### config.mk
export PLATFORM = sky130hd
export DESIGN_NAME = timed_latch_button_with_warning
export DESIGN_NICKNAME = d
export VERILOG_FILES = /design/src/rtl/tlbw_pkg.sv /design/src/rtl/timed_latch_button_with_warning.sv /design/src/rtl/tlbw_cfg.sv /design/src/rtl/tlbw_core.sv /design/src/rtl/tlbw_obuf.sv
export SDC_FILE = /design/constraint.sdc
export NUM_CORES = 1
export LEC_CHECK = 0
export BUFFER_PORTS_ARGS = -buffer_cell sky130_fd_sc_hd__buf_2
export CAP_MARGIN = 20
export CORE_MARGIN = 8
export CORE_UTILIZATION = 60
export DETAILED_ROUTE_END_ITERATION = 10
export PLACE_DENSITY_LB_ADDON = 0.1
export SLEW_MARGIN = 20
export SYNTH_ARGS = -nofsm -noshare
export SYNTH_HDL_FRONTEND = slang
export SYNTH_SLANG_ARGS = --single-unit
### constraint.sdc
create_clock -name clk -period 15.5 [get_ports clk]
set_clock_uncertainty 0.15 [all_clocks]
set_input_delay 4.65 -clock clk [delete_from_list [all_inputs] [get_ports clk]]
set_output_delay 4.65 -clock clk [all_outputs]
set_load 0.05 [all_outputs]
### src/rtl/tlbw_pkg.sv
`timescale 1ns / 1ps
`default_nettype none
// ----------------------------------------------------------------------------
// tlbw_pkg
// Shared types and constants for the timed latching push button.
// ----------------------------------------------------------------------------
package tlbw_pkg;

  // Register indexes, taken from paddr[4:2].
  localparam logic [2:0] REG_PULLED_UP      = 3'd0;
  localparam logic [2:0] REG_NORMALLY_OPEN  = 3'd1;
  localparam logic [2:0] REG_DEBOUNCE_MS    = 3'd2;
  localparam logic [2:0] REG_START_DELAY_MS = 3'd3;
  localparam logic [2:0] REG_SERVICE_MS     = 3'd4;
  localparam logic [2:0] REG_WARNING_PCT    = 3'd5;
  localparam logic [2:0] REG_RETRIGGERABLE  = 3'd6;
  localparam logic [2:0] REG_KEEP_PILOT     = 3'd7;

  // Saturation limits and the percent ceiling.
  localparam logic [16:0] PRESS_MAX   = 17'h1FFFF;
  localparam logic [23:0] SERVICE_MAX = 24'hFFFFFF;
  localparam logic [6:0]  PCT_MAX     = 7'd100;

  // Effective configuration as seen by the step logic.
  typedef struct packed {
    logic        pulled_up;
    logic        normally_open;
    logic [15:0] debounce_eff;
    logic [15:0] start_delay;
    logic [23:0] service_eff;
    logic        warn_en;
    logic [30:0] warn_prod;   // service_eff * clamped percent
    logic        retriggerable;
    logic        keep_pilot;
  } cfg_t;

  // One result word; is_on sits in the lowest bit.
  typedef struct packed {
    logic outputs_changed;
    logic is_pressed;
    logic pilot_on;
    logic warning_on;
    logic is_on;
  } res_t;

endpackage
`default_nettype wire

### src/rtl/timed_latch_button_with_warning.sv
`timescale 1ns / 1ps
`default_nettype none
// ----------------------------------------------------------------------------
// timed_latch_button_with_warning
// Debounced, timed latching push button with warning and pilot flags.
// ----------------------------------------------------------------------------
// Each input word is one millisecond tick carrying the raw pin level, and
// each tick yields exactly one result word. A tick is taken every clock
// cycle while s_tready is high: the whole step is one pass of counter and
// compare logic that updates the state registers and loads the result into
// the output register, or into the skid stage if a result still waits there,
// at the edge the word is accepted. The skid stage lets one more tick in
// while a result waits; s_tready drops only when both are full. Configuration
// should be written while no results are outstanding.
module timed_latch_button_with_warning #(
  parameter int MIN_DEBOUNCE_MS = 20,
  parameter int MIN_SERVICE_MS  = 1000
) (
  input  wire         clk,
  input  wire         rst,
  // Tick input
  input  wire         s_tvalid,
  output logic        s_tready,
  input  wire  [7:0]  s_tdata,   // [0] pin_level
  // Result output
  output logic        m_tvalid,
  input  wire         m_tready,
  output logic [7:0]  m_tdata,   // [0] is_on, [1] warning_on, [2] pilot_on,
                                 // [3] is_pressed, [4] outputs_changed
  // Configuration port
  input  wire         psel,
  input  wire         penable,
  input  wire         pwrite,
  input  wire  [4:0]  paddr,
  input  wire  [31:0] pwdata,
  output logic [31:0] prdata,
  output logic        pready
);
  import tlbw_pkg::*;

  cfg_t cfg;
  res_t res;
  logic step;

  assign step = s_tvalid & s_tready;

  tlbw_cfg #(
    .MIN_DEBOUNCE_MS (MIN_DEBOUNCE_MS),
    .MIN_SERVICE_MS  (MIN_SERVICE_MS)
  ) u_cfg (
    .clk     (clk),
    .rst     (rst),
    .psel    (psel),
    .penable (penable),
    .pwrite  (pwrite),
    .paddr   (paddr),
    .pwdata  (pwdata),
    .prdata  (prdata),
    .pready  (pready),
    .cfg     (cfg)
  );

  tlbw_core u_core (
    .clk       (clk),
    .rst       (rst),
    .cfg       (cfg),
    .step      (step),
    .pin_level (s_tdata[0]),
    .res       (res)
  );

  tlbw_obuf u_obuf (
    .clk      (clk),
    .rst      (rst),
    .in_valid (step),
    .in_res   (res),
    .in_ready (s_tready),
    .m_tvalid (m_tvalid),
    .m_tready (m_tready),
    .m_tdata  (m_tdata)
  );

endmodule
`default_nettype wire

### src/rtl/tlbw_cfg.sv
`timescale 1ns / 1ps
`default_nettype none
// ----------------------------------------------------------------------------
// tlbw_cfg
// Configuration register file on an APB-style port. Also keeps the product
// of the effective service time and the clamped warning percent, updated by
// the write that changes either operand.
// ----------------------------------------------------------------------------
module tlbw_cfg #(
  parameter int MIN_DEBOUNCE_MS = 20,
  parameter int MIN_SERVICE_MS  = 1000
) (
  input  wire                 clk,
  input  wire                 rst,
  input  wire                 psel,
  input  wire                 penable,
  input  wire                 pwrite,
  input  wire  [4:0]          paddr,
  input  wire  [31:0]         pwdata,
  output logic [31:0]         prdata,
  output logic                pready,
  output tlbw_pkg::cfg_t      cfg
);
  import tlbw_pkg::*;

  localparam logic [15:0] MinDeb = 16'(MIN_DEBOUNCE_MS);
  localparam logic [23:0] MinSrv = 24'(MIN_SERVICE_MS);

  logic        pulled_up;
  logic        normally_open;
  logic [15:0] debounce_ms;
  logic [15:0] start_delay_ms;
  logic [23:0] service_ms;
  logic [6:0]  warning_percent;
  logic        retriggerable;
  logic        keep_pilot;
  logic [30:0] warn_prod;

  logic        wr_en;
  logic [2:0]  wr_idx;
  logic [23:0] srv_eff;
  logic [6:0]  pct_eff;
  logic [23:0] wr_srv_eff;
  logic [6:0]  wr_pct_eff;
  logic [23:0] mul_a;
  logic [6:0]  mul_b;
  logic [30:0] warn_prod_next;

  assign pready = 1'b1;
  assign wr_en  = psel & penable & pwrite & pready;
  assign wr_idx = paddr[4:2];

  // Effective values of the stored registers and of the word being written.
  assign srv_eff    = (service_ms < MinSrv) ? MinSrv : service_ms;
  assign pct_eff    = (warning_percent > PCT_MAX) ? PCT_MAX : warning_percent;
  assign wr_srv_eff = (pwdata[23:0] < MinSrv) ? MinSrv : pwdata[23:0];
  assign wr_pct_eff = (pwdata[6:0] > PCT_MAX) ? PCT_MAX : pwdata[6:0];

  // The write that changes an operand supplies it directly to the multiplier.
  assign mul_a = (wr_idx == REG_SERVICE_MS) ? wr_srv_eff : srv_eff;
  assign mul_b = (wr_idx == REG_WARNING_PCT) ? wr_pct_eff : pct_eff;
  assign warn_prod_next = 31'(mul_a) * 31'(mul_b);

  // Register writes.
  always_ff @(posedge clk) begin
    if (rst) begin
      pulled_up       <= 1'b1;
      normally_open   <= 1'b1;
      debounce_ms     <= 16'd20;
      start_delay_ms  <= 16'd0;
      service_ms      <= 24'd1000;
      warning_percent <= 7'd0;
      retriggerable   <= 1'b0;
      keep_pilot      <= 1'b0;
      warn_prod       <= '0;
    end else if (wr_en) begin
      case (wr_idx)
        REG_PULLED_UP:      pulled_up       <= pwdata[0];
        REG_NORMALLY_OPEN:  normally_open   <= pwdata[0];
        REG_DEBOUNCE_MS:    debounce_ms     <= pwdata[15:0];
        REG_START_DELAY_MS: start_delay_ms  <= pwdata[15:0];
        REG_SERVICE_MS: begin
          service_ms <= pwdata[23:0];
          warn_prod  <= warn_prod_next;
        end
        REG_WARNING_PCT: begin
          warning_percent <= pwdata[6:0];
          warn_prod       <= warn_prod_next;
        end
        REG_RETRIGGERABLE:  retriggerable   <= pwdata[0];
        REG_KEEP_PILOT:     keep_pilot      <= pwdata[0];
        default: ;
      endcase
    end
  end

  // Read back.
  always_comb begin
    case (wr_idx)
      REG_PULLED_UP:      prdata = {31'd0, pulled_up};
      REG_NORMALLY_OPEN:  prdata = {31'd0, normally_open};
      REG_DEBOUNCE_MS:    prdata = {16'd0, debounce_ms};
      REG_START_DELAY_MS: prdata = {16'd0, start_delay_ms};
      REG_SERVICE_MS:     prdata = {8'd0, service_ms};
      REG_WARNING_PCT:    prdata = {25'd0, warning_percent};
      REG_RETRIGGERABLE:  prdata = {31'd0, retriggerable};
      REG_KEEP_PILOT:     prdata = {31'd0, keep_pilot};
      default:            prdata = 32'd0;
    endcase
  end

  // Effective configuration for the step logic.
  always_comb begin
    cfg.pulled_up     = pulled_up;
    cfg.normally_open = normally_open;
    cfg.debounce_eff  = (debounce_ms < MinDeb) ? MinDeb : debounce_ms;
    cfg.start_delay   = start_delay_ms;
    cfg.service_eff   = srv_eff;
    cfg.warn_en       = (warning_percent != 7'd0);
    cfg.warn_prod     = warn_prod;
    cfg.retriggerable = retriggerable;
    cfg.keep_pilot    = keep_pilot;
  end

endmodule
`default_nettype wire

### src/rtl/tlbw_core.sv
`timescale 1ns / 1ps
`default_nettype none
// ----------------------------------------------------------------------------
// tlbw_core
// Per-tick step: polarity conversion, press timing, service timer, output
// latch, warning and pilot flags. State advances on every accepted tick.
// ----------------------------------------------------------------------------
module tlbw_core (
  input  wire                 clk,
  input  wire                 rst,
  input  tlbw_pkg::cfg_t      cfg,
  input  wire                 step,
  input  wire                 pin_level,
  output tlbw_pkg::res_t      res
);
  import tlbw_pkg::*;

  // State registers.
  logic        press_timing;
  logic        release_wait;
  logic [16:0] press_counter;
  logic        unlatch_wait;
  logic        output_on;
  logic [23:0] service_counter;
  logic        warning_flag;
  logic        pilot_flag;

  logic        press_timing_next;
  logic        release_wait_next;
  logic [16:0] press_counter_next;
  logic        unlatch_wait_next;
  logic        output_on_next;
  logic [23:0] service_counter_next;
  logic        warning_flag_next;
  logic        pilot_flag_next;

  logic        pressed;
  logic        press_hit;
  logic        expire;
  logic        valid_press;
  logic        unlatch_pend;
  logic        changed;
  logic        warn_now;
  logic        pilot_now;
  logic [16:0] press_thresh;
  logic [23:0] remain;
  logic [30:0] remain_ext;
  logic [30:0] remain_x100;

  assign press_thresh = 17'(cfg.debounce_eff) + 17'(cfg.start_delay);
  assign pressed      = ~(pin_level ^ cfg.pulled_up ^ cfg.normally_open);

  always_comb begin
    press_timing_next    = press_timing;
    release_wait_next    = release_wait;
    press_counter_next   = press_counter;
    service_counter_next = service_counter;
    output_on_next       = output_on;
    press_hit            = 1'b0;
    expire               = 1'b0;
    changed              = 1'b0;
    warn_now             = 1'b0;

    // Press timing: one valid press per press.
    if (pressed) begin
      if (!release_wait) begin
        if (!press_timing) begin
          press_timing_next  = 1'b1;
          press_counter_next = '0;
        end else begin
          press_counter_next = (press_counter == PRESS_MAX) ? press_counter
                                                            : press_counter + 17'd1;
          if (press_counter_next >= press_thresh) begin
            press_hit         = 1'b1;
            release_wait_next = 1'b1;
          end
        end
      end
    end else begin
      press_timing_next  = 1'b0;
      press_counter_next = '0;
      release_wait_next  = 1'b0;
    end

    // Service timer; expiry cancels a press given on the same tick.
    if (output_on) begin
      service_counter_next = (service_counter == SERVICE_MAX) ? service_counter
                                                              : service_counter + 24'd1;
      if (service_counter_next >= cfg.service_eff) begin
        expire = 1'b1;
      end
    end
    valid_press       = press_hit & ~expire;
    unlatch_pend      = unlatch_wait | expire;
    unlatch_wait_next = unlatch_pend;

    // Output latch.
    if (valid_press) begin
      if (!output_on) begin
        service_counter_next = '0;
        output_on_next       = 1'b1;
        changed              = 1'b1;
      end else if (cfg.retriggerable) begin
        service_counter_next = '0;
      end
    end else if (unlatch_pend && output_on) begin
      output_on_next    = 1'b0;
      unlatch_wait_next = 1'b0;
      changed           = 1'b1;
    end

    // Remaining service time times 100, compared to service * percent below.
    remain      = cfg.service_eff - service_counter_next;
    remain_ext  = 31'(remain);
    remain_x100 = (remain_ext << 6) + (remain_ext << 5) + (remain_ext << 2);

    // Warning flag holds its value while the warning is disabled.
    warning_flag_next = warning_flag;
    if (cfg.warn_en) begin
      warn_now = output_on_next &&
                 ((service_counter_next >= cfg.service_eff) ||
                  (remain_x100 <= cfg.warn_prod));
      if (warn_now != warning_flag) begin
        changed = 1'b1;
      end
      warning_flag_next = warn_now;
    end

    // Pilot flag.
    pilot_now       = cfg.keep_pilot & ~output_on_next;
    pilot_flag_next = pilot_now;
    if (pilot_now != pilot_flag) begin
      changed = 1'b1;
    end

    res.is_on           = output_on_next;
    res.warning_on      = warning_flag_next;
    res.pilot_on        = pilot_flag_next;
    res.is_pressed      = pressed;
    res.outputs_changed = changed;
  end

  // State update on each accepted tick.
  always_ff @(posedge clk) begin
    if (rst) begin
      press_timing    <= 1'b0;
      release_wait    <= 1'b0;
      press_counter   <= '0;
      unlatch_wait    <= 1'b0;
      output_on       <= 1'b0;
      service_counter <= '0;
      warning_flag    <= 1'b0;
      pilot_flag      <= 1'b0;
    end else if (step) begin
      press_timing    <= press_timing_next;
      release_wait    <= release_wait_next;
      press_counter   <= press_counter_next;
      unlatch_wait    <= unlatch_wait_next;
      output_on       <= output_on_next;
      service_counter <= service_counter_next;
      warning_flag    <= warning_flag_next;
      pilot_flag      <= pilot_flag_next;
    end
  end

endmodule
`default_nettype wire

### src/rtl/tlbw_obuf.sv
`timescale 1ns / 1ps
`default_nettype none
// ----------------------------------------------------------------------------
// tlbw_obuf
// Output register with a skid stage, so a result word can be taken in while
// the previous one still waits on the master side.
// ----------------------------------------------------------------------------
module tlbw_obuf (
  input  wire                 clk,
  input  wire                 rst,
  input  wire                 in_valid,
  input  tlbw_pkg::res_t      in_res,
  output logic                in_ready,
  output logic                m_tvalid,
  input  wire                 m_tready,
  output logic [7:0]          m_tdata
);
  import tlbw_pkg::*;

  res_t main_res;
  res_t skid_res;
  logic skid_valid;
  logic pop;

  assign in_ready = ~skid_valid;
  assign pop      = m_tvalid & m_tready;
  assign m_tdata  = {3'd0, main_res};

  // Control: main stage valid and skid stage valid.
  always_ff @(posedge clk) begin
    if (rst) begin
      m_tvalid   <= 1'b0;
      skid_valid <= 1'b0;
    end else if (in_valid) begin
      if (!m_tvalid || pop) begin
        m_tvalid <= 1'b1;
      end else begin
        skid_valid <= 1'b1;
      end
    end else if (pop) begin
      if (skid_valid) begin
        skid_valid <= 1'b0;
      end else begin
        m_tvalid <= 1'b0;
      end
    end
  end

  // Payload moves without reset.
  always_ff @(posedge clk) begin
    if (in_valid) begin
      if (!m_tvalid || pop) begin
        main_res <= in_res;
      end else begin
        skid_res <= in_res;
      end
    end else if (pop && skid_valid) begin
      main_res <= skid_res;
    end
  end

endmodule
`default_nettype wire

==> reports/qor.csv, run 1 <==
metric,value,unit
CTS tree,built,
core box area,0.0305,mm²
routed wl met3,4290,µm
register area share after synthesis,17.5,%
number of buffers added on ports,65,
largest net degree at the start of global routing,90,
Num CTS Buffers,17,
hold slack,300,ps
Pint,718,µW
area grow syn2layout,5.45,%
most common cell in the netlist,nand2_1,
Post-Layout Cell Count,2797,
Clock Sinks,157,
RePlAce Congestion,0.909,
actual slew at the worst max-slew pin,1120,ps
Util after Layout,64.1,%
Slowest Stage Delay on Critical Path,690,ps
Crit Path Category,in2reg,
DIE WIDTH,192,µm
Final period util,89.1,%
Rows,64,
most frequent CP cell,ha_1,
pwr/cell area,55.1,mW/mm²
Pleak,9.08,nW
Met1 Wirelength,23100,µm
"Reg clk slew, reported paths",70,ps
Seq pwr share,38.5,%
Final Routed Wirelength,53000,µm
Synth cell types,81,
global-route wire length before repair,84900,µm
drc violations,0,
Avg WL per Cell,18.9,µm
Post-CTS Setup Bufs,0,
"Clk Latency, worst-skew pair",460,ps
Mapped Avg Cell Area,7.70,µm²
max-slew violations,0,
nets,2760,
top post-synthesis cells by area,"dfxtp_1, ha_1, fa_1",
Slew HR,24.8,%
Startpoint Class,primary input,
worst vdd ir,0.0798,mV
mean number of vias per cell,6.10,
final setup fails,0,
number of flops mapped to enable cells by yosys,10,
highest net fanout along the worst path,23,
Hold Buf Count CTS,0,
RSZ-0062 raised after global routing,no,
vias in the first global route,16400,
Final Hold Fails,0,
MaxCap Viol Count,0,
"Primary FF master, synth",dfxtp_1,
layout cells sized above 1,6.21,%
status,"finished, final reports clean",
IO Pins,95,
overflow left after global routing,0,
worst hold path class,reg2reg,
Synth Instances,2409,
Period minus WS final,13810,ps
Worst EP required,15550,ps
Longest Clk Path Bufs,2,
"FF+latch count, synth",157,
vias,17100,
Post-Syn Area,0.0185,mm²
Synth area leader,dfxtp_1,
Yosys top cell area share,15.9,%
Setup TNS Final,0,ps
clock group share of total power,39.8,%
Starting DRT DRC Count,1710,
"top cells by count, synth","nand2_1, inv_1, ha_1",
hpwl dp,41200,µm
share of total power in combinational logic,21.8,%
fill cell total of the finished layout,2754,
post-cts sizing count,0,
Root Driver,clkbuf_16,
critical path's slowest cell,xnor2_1,
placed cell count,2764,
Critical Path AT,13860,ps
asr flop ratio synth,0,%
Sw Pwr,359,µW
H-Tree Depth,4,
post-route ant nets,0,
drt pass-1 iters,8,
Die Ht,192,µm
CP top delay family,compound AO/OA/AOI/OAI gates,
initial antenna violation count,1,
Initial Utilization,60.8,%
crit end category,register,
met2 wire length,23700,µm
Global Route Usage Sum,28.9,%
Sw Share,33.3,%
Ys Warns,0,
WP buf/inv,1,
Max Fclk,72.4,MHz
highest metal used,met4,
die area,0.0368,mm²
tightest hold or removal path, stage by stage (launching register included):
cell and delay, ps:
dfxtp_1 310, nand2_1 50, a21oi_1 50
registers in the layout, indices dropped and copies added (netlist names), 5 cells and up:
register	count
u_cfg.service_ms	24
u_core.service_counter	24
u_cfg.warn_prod	31
u_cfg.warning_percent	7
u_obuf.skid_res	5
u_core.press_counter	17
u_obuf.m_tdata	5
u_cfg.debounce_ms	16
u_cfg.start_delay_ms	16
final timing paths:
kind | depth (start not counted) | from | slack [ps] | endpoint
worst min-delay path | 2 | u_cfg.warn_prod[3]$_SDFFE_PP0P_ | 300 | u_cfg.warn_prod[3]$_SDFFE_PP0P_
worst max-delay path | 34 | s_tdata[0] | 1690 | u_obuf.skid_res[4]$_DFFE_PP_
worst min register to register | 2 | u_cfg.warn_prod[3]$_SDFFE_PP0P_ | 300 | u_cfg.warn_prod[3]$_SDFFE_PP0P_
worst max register to register | 47 | u_cfg.debounce_ms[5]$_SDFFE_PP0P_ | 2200 | u_obuf.skid_res[4]$_DFFE_PP_
power by group through the flow:
| stage | combinational, mW | sequential (mW) | clock [mW] |
|---|---|---|---|
| finish | 0.235 | 0.414 | 0.428 |
| global route | 0.261 | 0.415 | 0.447 |
| CTS | 0.233 | 0.414 | 0.432 |
| detailed placement | 0.232 | 0.424 | 0 |
| global placement | 0.225 | 0.423 | 0 |
| floorplan | 0.167 | 0.427 | 0 |
logic make-up after synthesis:
logic type	synth area share, %
other	0.0405
xor gates and xnor gates	5.67
and+or+nand+nor	22.2
muxes	2.15
AOI/OAI and AO/OA	18.3
buffers and inverters	7.52
DFF	17.5
adders and majority gates	26.6
routing by layer:
layer,GRT usage [%],vias up
met4,11.2,0
met3,6.84,106
met5,0,-
li1,-,8179
met1,38.2,8145
met2,45.0,643
final cells by class:
type / instances / area [µm²] / share of cell area [%]
Antenna cell: 1 / 2.50 / 0.0128
Clock buffer: 17 / 425 / 2.18
Clock inverter: 15 / 150 / 0.768
Inverter: 224 / 841 / 4.30
Multi-Input combinational cell: 1907 / 14000 / 71.4
Sequential cell: 157 / 3240 / 16.6
Tap cell: 396 / 495 / 2.53
Timing Repair Buffer: 80 / 440 / 2.25
placed cells by master (no fill, tap or decap), drive strengths merged, types with 15 or more instances in the layout:
master	n
nand2	435
inv	231
ha	199
a21oi	175
dfxtp	147
nor2	133
fa	122
o21ai	92
buf	80
xnor2	75
nand3	69
a21o	52
nor3	51
xor2	45
nor2b	33
mux2i	32
and2	29
a22oi	24
nand4	22
nor4	21
a211oi	20
nand2b	20
o22ai	20
and3	19
or3	18
o21bai	17
clkbuf	17
a22o	16
o31ai	15
a31oi	15
stage by stage:
step / setup WS (ps) / power (mW) / instance area [µm²]
2_1_floorplan: 3290 / 0.593 / 18600
3_3_place_gp: 1510 / 0.649 / 19000
3_5_place_dp: 1370 / 0.655 / 19000
4_1_cts: 1810 / 1.08 / 19500
5_1_grt: 1090 / 1.12 / 19600
6_report: 1690 / 1.08 / 19600
(Power assumes the default switching activity.)
==> run 2, diff against run 1 <==
ABC_AREA = 1   (was default)
SYNTH_HIERARCHICAL = 1   (was default)
==> run 2 against run 1 <==
Effect of this change:
- flip-flop and latch count did not move
- via count rose by 16%
- hold slack improved by 38 ps
- maximum frequency rose by 12%
- clock power barely moved
- combinational power rose to 5.1 times the previous value
- wire length rose by 15%
- critical path type unchanged
- largest cell class unchanged
==> reports/qor.csv, run 2 <==
metric,value,unit,change
"commonest non-fill, non-tap cell in the layout",nand2_1,,
Setup TNS Final,0,ps,unchanged
Slew HR,36.2,%,+11 points
Ys Warns,6,,+6
critical path's slowest cell,nand2_2,,
Synth Instances,3137,,+30%
worst hold path class,reg2reg,,
crit end category,register,,
Final period util,79.8,%,-9.2 points
IO Pins,95,,unchanged
top post-synthesis cells by area,"dfxtp_1, nand2_1, ha_1",,
Final Routed Wirelength,60900,µm,+15%
Startpoint Class,primary input,,
Max Fclk,80.8,MHz,+12%
max-slew violations,0,,unchanged
most common cell in the netlist,nand2_1,,
Top Registers,"u_cfg/warn_prod: 31 flops, u_cfg/service_ms: 24 flops, u_core/service_counter: 24 flops",,
Period minus WS final,12370,ps,-1430 ps
Post-CTS Setup Bufs,0,,unchanged
max reg flops,31,,unchanged
Antenna diodes,0,,-1
mean number of vias per cell,5.51,,-9.7%
Final Hold Fails,0,,unchanged
"Clk Latency, worst-skew pair",460,ps,about the same
Largest Register,u_cfg/warn_prod,,
fill cell total of the finished layout,3308,,+20%
post-cts sizing count,0,,unchanged
Pleak,11.4,nW,+25%
RSZ-0062 raised after global routing,no,,
pwr/cell area,95.7,mW/mm²,+74%
highest net fanout along the worst path,42,,+83%
Yosys top cell area share,14.2,%,-1.6 points
most frequent cells in the layout,"nand2_1, inv_1, nor2_1",,
vias,19800,,+16%
Avg WL per Cell,17.0,µm,-10%
actual slew at the worst max-slew pin,952,ps,-172 ps
most frequent CP cell,nand2_1,,
Clock Sinks,157,,unchanged
worst vdd ir,0.163,mV,+100%
Power Total,2.06,mW,+92%
Hold Buf Count CTS,0,,unchanged
Longest Clk Path Bufs,2,,unchanged
Die Ht,202,µm,+5.1%
overflow left after global routing,0,,unchanged
initial antenna violation count,0,,-1
"Reg clk slew, reported paths",70,ps,about the same
drc violations,0,,unchanged
Synth area leader,dfxtp_1,,
Root Driver,clkbuf_16,,
met2 Use GR,51.0,%,+5.9 points
Critical Path AT,12430,ps,-1430 ps
global-route wire length before repair,99400,µm,+17%
DIE WIDTH,202,µm,+5.1%
Rows,68,,+6.3%
Num CTS Buffers,17,,unchanged
Crit Path Category,in2reg,,
number of flops mapped to enable cells by yosys,10,,unchanged
Post-Syn Area,0.0207,mm²,+11%
Starting DRT DRC Count,1540,,-9.9%
Slowest Stage Delay on Critical Path,510,ps,-180 ps
Global Route Usage Sum,30.0,%,+1.2 points
die area,0.0406,mm²,+11%
number of buffers added on ports,65,,unchanged
layout cells sized above 1,7.60,%,+1.4 points
routing usage on met1,38.2,%,about the same
core box area,0.0342,mm²,+12%
RePlAce Congestion,0.946,,+4.0%
Worst EP required,15550,ps,about the same
drt pass-1 iters,7,,-1
"top cells by count, synth","nand2_1, inv_1, nor2_1",,
nets,3493,,+27%
"Primary FF master, synth",dfxtp_1,,
post-route ant nets,0,,unchanged
H-Tree Depth,4,,unchanged
asr flop ratio synth,0,%,unchanged
CTS tree,built,,
Synth cell types,74,,-8.6%
hold slack,338,ps,+38.2 ps
"FF+latch count, synth",157,,unchanged
final setup fails,0,,unchanged
busiest grt layer,met2,,
register area share after synthesis,15.7,%,-1.8 points
area grow syn2layout,4.39,%,
Mapped Avg Cell Area,6.59,µm²,-14%
Initial Utilization,60.4,%,-0.34 points
status,"finished, final reports clean",,
hpwl dp,49300,µm,+20%
MaxCap Viol Count,0,,unchanged
largest net degree at the start of global routing,68,,-24%
routing usage on met3,4.26,%,-2.6 points
vias in the first global route,19300,,+17%
-- run 2: changes by cell type in the layout (fill, tap and decap cells not counted), sizes merged, moves of 33 or more --
cell   previous run  this run
xor2             45        78
o21ai            92       176
nand3            69       150
nand2           435       752
nor2b            33         0
inv             231       582
xnor2            75        24
a21oi           175       225
a21o             52        12
nor2            133       357
-- run 2: power breakdown --
group          switching (mW)  internal, mW
registers              0.0108         0.419
logic                   0.753         0.456
clock network           0.207         0.219
-- run 2: cell type report --
type,instances,area [µm²],area share [%]
multi-input combinational,2294,14600,67.8
sequential,157,3240,15.0
timing repair buffer,71,370,1.72
clock inverter,14,146,0.678
clock buffer,18,439,2.04
inverter,579,2190,10.1
tap,455,569,2.64
-- run 2: layer usage --
metal | wire length [µm] | up-vias
met5 | 0 | -
met4 | 2100 | 0
met3 | 3970 | 126
met2 | 28700 | 717
met1 | 26100 | 9122
li1 | - | 9802
-- run 2: logic make-up after synthesis --
group	Yosys count	synth area share (%)
adder cells (fa/ha/maj)	321	23.9
flip-flops	157	15.7
buffers and inverters	695	13.7
other	3	0.0545
AO/OA/AOI/OAI	495	14.0
multiplexers	1	0.0484
AND/OR/NAND/NOR	1363	27.9
XOR/XNOR	102	4.76
-- run 2: final timing paths --
check | start | to | slack, ps | cells past startpoint
worst max-delay path | s_tdata[0] | u_obuf/m_tdata[4]$_DFFE_PP_ | 3130 | 41
worst min-delay path | u_cfg/debounce_ms[1]$_SDFFE_PP0P_ | u_cfg/debounce_ms[1]$_SDFFE_PP0P_ | 340 | 2
worst max register to register | u_cfg/debounce_ms[15]$_SDFFE_PP0P_ | u_obuf/m_tdata[4]$_DFFE_PP_ | 3870 | 60
worst min register to register | u_cfg/debounce_ms[1]$_SDFFE_PP0P_ | u_cfg/debounce_ms[1]$_SDFFE_PP0P_ | 340 | 2
-- run 2: critical path: cells and delay by family --
family | cells | cell delay [ps]
xor+xnor | 4 | 920
buf+inv | 5 | 370
compound gates | 7 | 1690
fa+ha+maj | 4 | 1400
simple gates | 21 | 3350
-- run 2: metrics by stage --
step / setup WS, ps / instance area [µm²] / utilization, % / instances
3_5_place_dp: 2860 / 21000 / 61.4 / 3556
6_report: 3130 / 21600 / 63.1 / 3588
2_1_floorplan: 4240 / 20700 / - / 3146
4_1_cts: 3260 / 21600 / 63.1 / 3588
3_3_place_gp: 2980 / 21000 / 61.4 / 3556
5_1_grt: 2510 / 21600 / 63.1 / 3588
==> run 3, diff against run 2 <==
ABC_AREA = 0   (was 1)
clock period = 12 ns   (was 15.5 ns; I/O delays follow)
==> run 3 against run 2 <==
Effect of this change:
- sequential power is 25% higher
- flip-flop and latch count stayed put
- power is 29% lower
- synthesized cell count is 21% lower
- setup slack worse by 2900 ps
- sequential share of layout area hardly changed
- critical endpoint unchanged
==> reports/qor.csv, run 3 <==
metric,value,unit,change
status,"finished, final reports clean",,
mean number of vias per cell,5.99,,+8.6%
"FF+latch count, synth",157,,unchanged
Clock Sinks,157,,unchanged
final setup fails,0,,unchanged
clock group share of total power,38.4,%,+18 points
largest net degree at the start of global routing,84,,+24%
pwr/cell area,68.1,mW/mm²,-29%
"top cells by count, synth","nand2_1, inv_1, nor2_1",,
MaxCap Viol Count,0,,unchanged
CTS tree,built,,
Yosys top cell area share,15.3,%,+1.1 points
Crit Path Category,in2reg,,
Starting DRT DRC Count,1511,,-1.9%
multi-input logic area,0.0148,mm²,+1.0%
crit end category,register,,
Synth cell types,92,,+24%
most common cell in the netlist,nand2_1,,
"Clk Latency, worst-skew pair",450,ps,about the same
Startpoint Class,primary input,,
vias,18000,,-9.0%
layout cells sized above 1,14.8,%,+7.2 points
post-route ant nets,0,,unchanged
global-route wire length before repair,88300,µm,-11%
Avg WL per Cell,18.0,µm,+5.8%
register area,0.00324,mm²,unchanged
overflow left after global routing,0,,unchanged
die area,0.0379,mm²,-6.7%
Sw Share,32.8,%,-14 points
top post-synthesis cells by area,"dfxtp_1, ha_1, fa_1",,
most frequent CP cell,ha_1,,
hpwl dp,41900,µm,-15%
worst hold path class,reg2reg,,
register area share after synthesis,16.9,%,+1.2 points
fill cell total of the finished layout,2654,,-20%
Final Hold Fails,0,,unchanged
Seq pwr share,36.4,%,+16 points
actual slew at the worst max-slew pin,941,ps,-10.9 ps
Antenna diodes,0,,unchanged
initial antenna violation count,0,,unchanged
Global Route Usage Sum,28.0,%,-2.0 points
Worst Slack Setup Final,263,ps,-2860 ps
highest net fanout along the worst path,4,,-90%
IO Pins,95,,unchanged
Max Fclk,85.2,MHz,
Synth Instances,2471,,-21%
Critical Path AT,11910,ps,-520 ps
placed cell count,2965,,-17%
share of total power in combinational logic,25.3,%,-33 points
Setup TNS Final,0,ps,unchanged
critical path's slowest cell,or4b_1,,
asr flop ratio synth,0,%,unchanged
Final Routed Wirelength,54000,µm,-11%
Initial Utilization,60.8,%,+0.34 points
Post-Syn Area,0.0192,mm²,-7.2%
Sw Pwr,483,µW,-50%
Util after Layout,68.6,%,+5.5 points
Num CTS Buffers,17,,unchanged
Final period util,97.8,%,
drc violations,0,,unchanged
drt pass-1 iters,6,,-1
most frequent cells in the layout,"nand2_1, inv_1, nor2_1",,
Pleak,10.1,nW,-11%
number of buffers added on ports,65,,unchanged
H-Tree Depth,4,,unchanged
area grow syn2layout,12.9,%,
core box area,0.0316,mm²,-7.7%
hold slack,302,ps,-35.4 ps
Rows,65,,-4.4%
Mapped Avg Cell Area,7.76,µm²,+18%
worst vdd ir,0.0970,mV,-41%
Period minus WS final,11740,ps,
"Reg clk slew, reported paths",70,ps,about the same
max-slew violations,0,,unchanged
Slew HR,36.9,%,+0.69 points
RePlAce Congestion,0.939,,-0.72%
Largest Register,u_cfg/warn_prod,,
Top Registers,"u_cfg/warn_prod: 31 flops, u_cfg/service_ms: 24 flops, u_core/service_counter: 24 flops",,
Slowest Stage Delay on Critical Path,540,ps,+30 ps
nets,2962,,-15%
Pint,991,µW,-9.4%
number of flops mapped to enable cells by yosys,10,,unchanged
Ys Warns,6,,unchanged
Die Ht,195,µm,-3.4%
max reg flops,31,,unchanged
"Primary FF master, synth",dfxtp_1,,
Longest Clk Path Bufs,2,,unchanged
"commonest non-fill, non-tap cell in the layout",nand2_1,,
DIE WIDTH,195,µm,-3.4%
post-place setup slack,-614,ps,-3470 ps
Synth area leader,dfxtp_1,,
vias in the first global route,17700,,-8.0%
Root Driver,clkbuf_16,,
Post-Layout Cell Count,3004,,-16%
Worst EP required,12170,ps,-3380 ps
-- run 3: changes by cell type after synthesis, sizes merged, moves of 37 or more --
cell	previous run	this run
nand3	150	47
xnor2	24	71
mux2i	1	43
a21o	12	57
a21oi	225	188
nand2	752	322
nand2b	0	41
inv	574	242
clkbuf	52	106
o21ai	176	87
nor2	357	230
-- run 3: layout make-up --
class / count / area share (%)
multi-input cells: 1937 / 68.3
flip-flops and latches: 157 / 15.0
repair buffers: 233 / 7.43
inverters: 243 / 4.21
well taps: 402 / 2.32
clock buffers: 19 / 2.14
clock inverters: 13 / 0.653
-- run 3: power groups by stage --
stage	clock network [mW]	logic, mW	registers [mW]
after floorplan	0	0.236	0.553
after global placement	0	0.342	0.548
after detailed placement	0	0.349	0.548
after CTS	0.572	0.353	0.536
after global routing	0.594	0.412	0.537
final	0.565	0.372	0.536
-- run 3: metal layers --
layer / vias to the layer above / share of wire (%) / routed length, µm / global-route usage, %
met3: 125 / 7.0 / 3780 / 5.15
met5: - / 0 / 0 / 0
met4: 0 / 4.2 / 2260 / 11.9
li1: 8645 / - / - / -
met1: 8560 / 42 / 22800 / 35.3
met2: 649 / 47 / 25100 / 46.6
-- run 3: worst max-delay path: cells and delay by family --
| family | cells | cell delay, ps |
|---|---|---|
| compound gates | 16 | 2880 |
| simple gates | 12 | 2530 |
| xor+xnor | 1 | 430 |
| buf+inv | 5 | 550 |
| fa+ha+maj | 5 | 1520 |
| mux | 2 | 380 |
-- run 3: cells by family after synthesis --
kind of cell / Yosys count / share of synthesized area [%]
AOI/OAI and AO/OA: 568 / 19.4
xor gates and xnor gates: 130 / 6.01
adders and majority gates: 321 / 25.7
buffers and inverters: 386 / 8.21
DFF: 157 / 16.9
muxes: 55 / 3.11
other: 3 / 0.0587
and+or+nand+nor: 851 / 20.6
-- run 3: worst paths after layout --
| path | startpoint | to | slack [ps] | cells past startpoint |
|---|---|---|---|---|
| worst max-delay path | s_tdata[0] | u_obuf/m_tdata[4]$_DFFE_PP_ | 260 | 41 |
| worst min-delay path | u_cfg/warn_prod[18]$_SDFFE_PP0P_ | u_cfg/warn_prod[18]$_SDFFE_PP0P_ | 300 | 2 |
| worst max register to register | u_cfg/debounce_ms[14]$_SDFFE_PP0P_ | u_obuf/m_tdata[4]$_DFFE_PP_ | 470 | 55 |
| worst min register to register | u_cfg/warn_prod[18]$_SDFFE_PP0P_ | u_cfg/warn_prod[18]$_SDFFE_PP0P_ | 300 | 2 |
-- run 3: what timing repair did --
| action | CTS | global route |
|---|---|---|
| endpoints found under the setup margin | 3 | 5 |
| buffers inserted | 0 | 7 |
| hold buffers | 0 | 0 |
| gates resized for setup | 3 | 72 |
| pin swaps | 1 | 26 |
-- run 3: stage by stage --
| stage | power [mW] | area (µm²) |
|---|---|---|
| 6_report | 1.47 | 21600 |
| 3_3_place_gp | 0.889 | 20600 |
| 2_1_floorplan | 0.789 | 19200 |
| 5_1_grt | 1.54 | 21600 |
| 3_5_place_dp | 0.897 | 20600 |
| 4_1_cts | 1.46 | 21200 |
